### config.mk
export PLATFORM = sky130hd
export DESIGN_NAME = ptbl_front
export DESIGN_NICKNAME = d
export VERILOG_FILES = /design/src/ptbl_pkg.sv /design/src/ptbl_front.sv
export SDC_FILE = /design/constraint.sdc
export NUM_CORES = 1
export LEC_CHECK = 0
export BUFFER_PORTS_ARGS = -buffer_cell sky130_fd_sc_hd__buf_4
export CAP_MARGIN = 0
export CORE_MARGIN = 5
export CORE_UTILIZATION = 46
export DETAILED_ROUTE_END_ITERATION = 7
export GPL_ROUTABILITY_DRIVEN = 0
export PLACE_DENSITY = 0.72
export SYNTH_ARGS = -nofsm -noshare
export SYNTH_HDL_FRONTEND = slang
export SYNTH_SLANG_ARGS = --single-unit
### constraint.sdc
create_clock -name clk -period 5.2 [get_ports clk]
set_input_delay 0 -clock clk [delete_from_list [all_inputs] [get_ports clk]]
set_output_delay 0 -clock clk [all_outputs]
set_load 0.01 [all_outputs]
### src/ptbl_pkg.sv
// Shared types, constants and codes for the per-category token bucket limiter.
package ptbl_pkg;

  // Field widths
  localparam int CAT_W      = 6;
  localparam int TIME_W     = 48;
  localparam int TOK_W      = 10;
  localparam int CNT_W      = 32;
  localparam int KIND_W     = 2;
  localparam int CFG_IDX_W  = 2;
  localparam int CFG_DATA_W = 10;

  // Stream words, padded to whole bytes
  localparam int IN_TDATA_W  = 56;
  localparam int OUT_TDATA_W = 40;

  // Sizing defaults
  localparam int NUM_CATEGORIES_DEF = 64;
  localparam int QUEUE_DEPTH        = 4;

  // Refill arithmetic: elapsed * rate / 1000
  localparam int PROD_W      = TIME_W + TOK_W;
  // Products at or above 2**SMALL_W refill more than any bucket can take
  localparam int SMALL_W     = 21;
  localparam int RECIP_SHIFT = 31;
  localparam int RECIP_MW    = 22;
  localparam int RECIP_W     = SMALL_W + RECIP_MW;
  localparam int QUOT_W      = 12;
  localparam int MsPerSec    = 1000;
  localparam logic [RECIP_MW-1:0] RECIP_MUL = RECIP_MW'((64'd1 << RECIP_SHIFT) / MsPerSec);
  localparam logic [CNT_W-1:0]    CNT_MAX   = '1;

  // Result kinds
  localparam logic [KIND_W-1:0] KIND_SUMMARY = 2'd0;
  localparam logic [KIND_W-1:0] KIND_PASS    = 2'd1;
  localparam logic [KIND_W-1:0] KIND_DROP    = 2'd2;

  // Configuration register indexes
  localparam logic [CFG_IDX_W-1:0] CFG_LIMIT_ENABLE = 2'd0;
  localparam logic [CFG_IDX_W-1:0] CFG_MAX_TOKENS   = 2'd1;
  localparam logic [CFG_IDX_W-1:0] CFG_REFILL_RATE  = 2'd2;

  typedef struct packed {
    logic             limit_enable;
    logic [TOK_W-1:0] max_tokens;
    logic [TOK_W-1:0] refill_rate;
  } cfg_t;

  // One classified message waiting for the bucket engine
  typedef struct packed {
    logic [CAT_W-1:0]  cat;
    logic              bypass;
    logic [TIME_W-1:0] now;
  } item_t;

  typedef struct packed {
    logic  valid;
    item_t item;
  } qhead_t;

  // One bucket entry as stored in the bucket RAM
  typedef struct packed {
    logic              valid;
    logic [TOK_W-1:0]  tokens;
    logic [TIME_W-1:0] stamp;
    logic [CNT_W-1:0]  supp;
  } bucket_t;

  localparam int BUCKET_W = $bits(bucket_t);

  typedef struct packed {
    logic [KIND_W-1:0] kind;
    logic [CAT_W-1:0]  cat;
    logic [CNT_W-1:0]  count;
    logic              last;
  } result_t;

  typedef enum logic [3:0] {
    B_CLEAR,
    B_IDLE,
    B_READ,
    B_MUL,
    B_RECIP,
    B_CORR,
    B_UPD,
    B_EMIT_SUM,
    B_EMIT_MSG
  } back_state_t;

endpackage

### src/ptbl_front.sv
// Front end: accept message words, classify them and queue them for the bucket engine.
module ptbl_front #(
  parameter int NUM_CATEGORIES = ptbl_pkg::NUM_CATEGORIES_DEF
) (
  input  logic                            clk,
  input  logic                            rst_n,
  input  logic                            in_tvalid,
  output logic                            in_tready,
  input  logic [ptbl_pkg::IN_TDATA_W-1:0] in_tdata,
  input  logic                            in_tuser,
  input  ptbl_pkg::cfg_t                  cfg,
  input  logic                            clr_busy,
  input  logic                            q_pop,
  output ptbl_pkg::qhead_t                q_head
);
  import ptbl_pkg::*;

  localparam int PTR_W  = $clog2(QUEUE_DEPTH);
  localparam int QCNT_W = $clog2(QUEUE_DEPTH + 1);
  localparam logic [12:0] NUM_L = 13'(NUM_CATEGORIES);

  item_t             queue_r [QUEUE_DEPTH];
  logic [PTR_W-1:0]  wr_ptr_r, wr_ptr_nxt;
  logic [PTR_W-1:0]  rd_ptr_r, rd_ptr_nxt;
  logic [QCNT_W-1:0] cnt_r, cnt_nxt;
  logic              push;
  item_t             new_item;
  logic [CAT_W-1:0]  in_cat;

  // Classify the incoming word
  always_comb begin
    in_cat        = in_tdata[CAT_W-1:0];
    new_item.cat  = in_cat;
    new_item.now  = in_tdata[CAT_W+TIME_W-1:CAT_W];
    new_item.bypass = !cfg.limit_enable || !in_tuser || ({7'd0, in_cat} >= NUM_L);
  end

  // Hold off new words during the clearing pass or when the queue is full
  assign in_tready = !clr_busy && (cnt_r != QCNT_W'(QUEUE_DEPTH));
  assign push      = in_tvalid && in_tready;

  assign q_head.valid = (cnt_r != '0);
  assign q_head.item  = queue_r[rd_ptr_r];

  // Advance queue pointers
  always_comb begin
    wr_ptr_nxt = push  ? wr_ptr_r + 1'b1 : wr_ptr_r;
    rd_ptr_nxt = q_pop ? rd_ptr_r + 1'b1 : rd_ptr_r;
    cnt_nxt    = cnt_r + QCNT_W'(push) - QCNT_W'(q_pop);
  end

  always_ff @(posedge clk) begin
    if (!rst_n) begin
      wr_ptr_r <= '0;
      rd_ptr_r <= '0;
      cnt_r    <= '0;
    end else begin
      wr_ptr_r <= wr_ptr_nxt;
      rd_ptr_r <= rd_ptr_nxt;
      cnt_r    <= cnt_nxt;
    end
  end

  // Store the classified word
  always_ff @(posedge clk) begin
    if (push) begin
      queue_r[wr_ptr_r] <= new_item;
    end
  end

  a_pop_nonempty: assert property (@(posedge clk) disable iff (!rst_n)
    q_pop |-> cnt_r != '0)
    else $error("queue popped while empty");

  a_cnt_bound: assert property (@(posedge clk) disable iff (!rst_n)
    cnt_r <= QCNT_W'(QUEUE_DEPTH))
    else $error("queue count beyond depth");

endmodule

Word level (Yosys, flattened, before mapping). Memories as Yosys holds them, arrays and structs flattened. A register that Yosys moved wholly into a read port is not among the register bits. Index checks and enable logic that the tools add are counted.

Bits in registers: 7. Bits in latches: 0. Memory bits (writable): 220. ROM bits: 0. Output and inout port bits: 57. Word-level logic and storage cells: 20. Memories: 1.

Memories: queue_r (depth 4, width 55, read ports 1, clocked after Yosys merged registers in 1, write ports 1, line ptbl_front.sv:22) `item_t queue_r [QUEUE_DEPTH];`.

$add $sub $neg: 4. Multiply operators: 0. Divide/modulo/power cells: 0. Magnitude comparators: 0. Equal/unequal tests: 1. Shifts and indexed selects: 0. Multiplexer cells: 4. Bitwise logic cells: 0. Reduce and logical (&&, ||, !) cells: 7.

Operator list (count): 2-bit by 1-bit adder with 2-bit output, second input constant (2); 2-bit two-way mux (2); 3-bit by 1-bit adder with 3-bit output (1); 1-bit zero test (3); 3-bit != test, second input constant (1); 3-bit nonzero test (1); 3-bit by 1-bit subtractor with 3-bit output (1); 1-bit logical AND (2); 1-bit two-way mux (2); 1-bit logical OR (1).

Longest topological paths before layout.
Depth after elaboration: 5. Depth in mapped cells: 11. Gate-level depth less buffers: 11.

Worst setup path before layout. OpenSTA, ideal clock, no wires.

Kind: reg-to-reg. From: reg cnt_r[1]. To: mem queue_r[0][0] in the netlist's numbering (enable). Setup time: 0.418 ns. Arrival: 2.085 ns. Data required time: 4.782 ns. Setup slack: 2.697 ns. Stages on the path, launching flop included: 4. Period minus slack after synthesis: 2.503 ns. Path through: dfxtp_1 nor2_1 a21oi_2 and2_1.

Longest elaborated chain between the ends: 5.

RTL lines: start: declaration (line ptbl_front.sv:25) `logic [QCNT_W-1:0] cnt_r, cnt_nxt;`; start signal: assignment (line ptbl_front.sv:60) `cnt_r <= cnt_nxt;`; 3-bit != test (line ptbl_front.sv:39) `assign in_tready = !clr_busy && (cnt_r != QCNT_W'(QUEUE_DEPTH));`; 1-bit logical AND (line ptbl_front.sv:39); 1-bit logical AND (line ptbl_front.sv:40) `assign push = in_tvalid && in_tready;`; 1-bit two-way mux (line ptbl_front.sv:66) `if (push) begin`; 1-bit two-way mux (implied by the code) (line ptbl_front.sv:67) `queue_r[wr_ptr_r] <= new_item;`; end: declaration (line ptbl_front.sv:22).

No other way between the ends.

Worst setup path in the final report.
From: in in_tvalid. To: mem queue_r[2][9] in the netlist's numbering (enable).

Longest elaborated chain between the ends: 3.

RTL lines: start: declaration (line ptbl_front.sv:7) `input logic in_tvalid,`; 1-bit logical AND (line ptbl_front.sv:40); 1-bit two-way mux (line ptbl_front.sv:66); 1-bit two-way mux (implied by the code) (line ptbl_front.sv:67).

No other way between the ends.

==> run summary <==
* share of the yosys chip area belonging to registers: 0.801
* number of top-level pins: 140
* clock tree from TritonCTS: built
* unrepaired setup endpoints after global routing: false
* register bit total from synthesis: 229
* share of cells above drive strength 1: 0.376
* critical path arrival: 2.84 ns
* endpoint type of the worst setup path: flip-flop
* overall die height: 146 um
* yosys synthesis warning count: 0
* synthesis-to-finish area growth: 27.6%
* combined area of all synthesized cells: 0.00847 sq mm
* top post-synthesis cells by area: edfxtp_1, mux4_2, dfxtp_1
* starting DRC count in detailed routing: 265
* clock latency on the worst-skew pair: 0.50 ns
* setup violation total in the final timing report: 0
* pwr/cell area: 380 mW/mm^2
* clock period minus final worst setup slack: 2.69 ns
* GRT overflow: 0
* maximum number of pins on one net before global-route repair: 56
* number of H-tree levels: 1
* post-synth net total: 426
* row count: 49
* global-route wire length before repair: 24600 um
* reg2reg path depth: 4
* count of input and output buffers: 117
* final non-filler cell total: 772
* number of unique standard cell types used by synthesis: 23
* clock skew: 0.0163 ns
* Core Box Area: 0.0180 sq mm
* commonest cells in the netlist: edfxtp_1, mux4_2, and2_1, dfxtp_1
* Detailed Route WL: 15300 um
* number of remaining DRC errors: 0
* Peak Freq: 0.372 GHz
* Util after Layout: 0.600
* sink of the worst hold path: queue_r[2][16]
* R2R Path End: queue_r[2][9]
* total clock buffers created by CTS: 23
* relative slew slack: 0.414
* Total Die Area: 0.0212 sq mm
* clock input transition at the sequential cells of the worst setup and hold paths: 0.06 ns
* number of buffers on the longest clock path: 3
* cells after synthesis: 336
* number of antenna violations at the first check in global routing: 0
* dpl hpwl: 8550 um
* cell chosen for the clock root: clkbuf_16
* vias in the first global route: 4343
* number of diodes: 0
* result of the run: complete, no violations
* mean number of vias per cell: 5.13
* Chip Width: 146 um
* most used standard cell by instance count after synthesis: edfxtp_1
* crit path max fanout: 28
* average wire per standard cell: 19.8 um
* hold path depth: 2
* count of instances resized after the clock tree is built: 0
* Hold/Removal Path Class: input pin to flip-flop
* Hold Crit Start: in_tdata[22]
* number of instances in the placed design: 672
* Final period util: 0.517
* largest vdd supply drop: 0.294 mV
* number of iterations in the first detailed-routing pass: 4
* number of enable flip-flop cells after synthesis: 220
* average instance area after synthesis: 25.2 sq um
* count of vias placed by the detailed router: 3960
* sum of negative setup slack: 0 ns
* post-CTS repair timing setup buffer count: 0
* number of nets with antenna violations after routing: 0
* Total Nets Final: 619
* max-cap violations: 0
* Starting Density: 0.470
* critical path required time: 5.35 ns
* prevailing post-synth register cell: edfxtp_1
* async set-reset flop share out of synthesis: 0
* number of clock sinks seen by CTS: 229
* critical path type: input pin to flip-flop
* top-area cell type share of the netlist area: 0.780
* startpoint type of the worst setup path: input pin
* Worst Tran Pin Value: 0.880 ns
* Final Hold Vio Count: 0
* Register-to-Register Setup Slack: 2.67 ns
* leak pwr: 0.00368 uW
* total track usage: 0.147
* startpoint of the lowest-slack register-to-register path: cnt_r[1]
* area leader, netlist: edfxtp_1
* number of pins with negative max-slew slack in the final report: 0
-- final cells by class --
cell class | count | area (sq um)
tap | 229 | 287
timing repair buffer | 181 | 1510
clock inverter | 11 | 77.6
fill | 1292 | 7210
clock buffer | 28 | 594
multi-input combinational | 89 | 1530
inverter | 5 | 18.8
sequential | 229 | 6790
-- layout by cell type, fill, tap and decap left out --
master         instances
clkinv_2               1
xor2_1                 1
nand2b_1               1
and2_1                 5
clkinv_1               7
and2_4                 3
nand2_1                6
dfxtp_4                1
a21oi_1                1
bufinv_16              1
clkbuf_16             23
inv_6                  1
mux2i_1                2
clkbuf_1               5
buf_4                120
inv_1                  5
edfxtp_1             220
dlygate4sd3_1         61
ha_1                   6
xnor2_1                3
and2_2                 1
a21oi_2                1
mux4_2                50
clkinvlp_4             1
dfxtp_2                1
or3_1                  1
nor2b_1                1
fa_1                   1
dfxtp_1                7
mux4_1                 5
nor2_1                 1
-- logic make-up after synthesis --
| group | after synthesis | synth area share |
|---|---|---|
| AO/OA/AOI/OAI | 2 | 0.00162 |
| XOR/XNOR | 4 | 0.00414 |
| adder cells (fa/ha/maj) | 7 | 0.0112 |
| buffers and inverters | 18 | 0.0193 |
| flip-flops | 229 | 0.801 |
| multiplexers | 57 | 0.151 |
| AND/OR/NAND/NOR | 19 | 0.0120 |
-- routing by layer --
metal | part of all wire | global-route usage | wire [um]
met1 | 0.39 | 0.192 | 5980
met2 | 0.53 | 0.251 | 8080
met3 | 0.066 | 0.0324 | 1020
met4 | 0.016 | 0.0373 | 246
met5 | 0 | 0 | 0
-- flip-flops by register name, summed over array words and instances, names as in the netlist, named ones only --
signal and flops:
wr_ptr_r 2, cnt_r 3, rd_ptr_r 2, queue_r 220
-- worst max-delay path, stage by stage --
cell and delay [ns]:
dlygate4sd3_1 0.52, buf_4 0.10, nand2b_1 0.04, dlygate4sd3_1 0.56, a21oi_2 0.32, and2_2 0.75
buf_4 0.51
-- worst max-delay path by stage --
stage / slack [ns] / end / start
6_report: 2.51 / queue_r[2][9] / in_tvalid
5_1_grt: 2.26 / q_head[54] / flip-flop
4_1_cts: 2.43 / q_head[54] / flip-flop
2_1_floorplan: 2.70 / queue_r[0][0] / cnt_r[1]
3_3_place_gp: 2.73 / queue_r[2][39] / cnt_r[1]
3_5_place_dp: 2.63 / queue_r[2][39] / cnt_r[1]
-- stage by stage --
step	total power (uW)	area, sq um	hold WS, ns	setup WS (ns)
6_report	4110	10800	0.243	2.51
4_1_cts	4170	10800	0.217	2.43
3_3_place_gp	2620	9530	0.198	2.73
5_1_grt	4290	10800	0.241	2.26
3_5_place_dp	2640	9530	0.203	2.63
2_1_floorplan	2430	8470	0.0441	2.70
-- report_power, final --
part / leakage [uW] / switching (uW) / internal, uW
sequential: 0.00207 / 43.3 / 2110
combinational: 0.00129 / 210 / 267
clock: 0.000323 / 627 / 856
-- timing repair --
item,4_1_cts,5_1_grt
setup endpoints to repair,0,0
hold buffers,61,0
hold endpoints to repair,229,0
No activity file was read; power rests on OpenSTA's default activity.
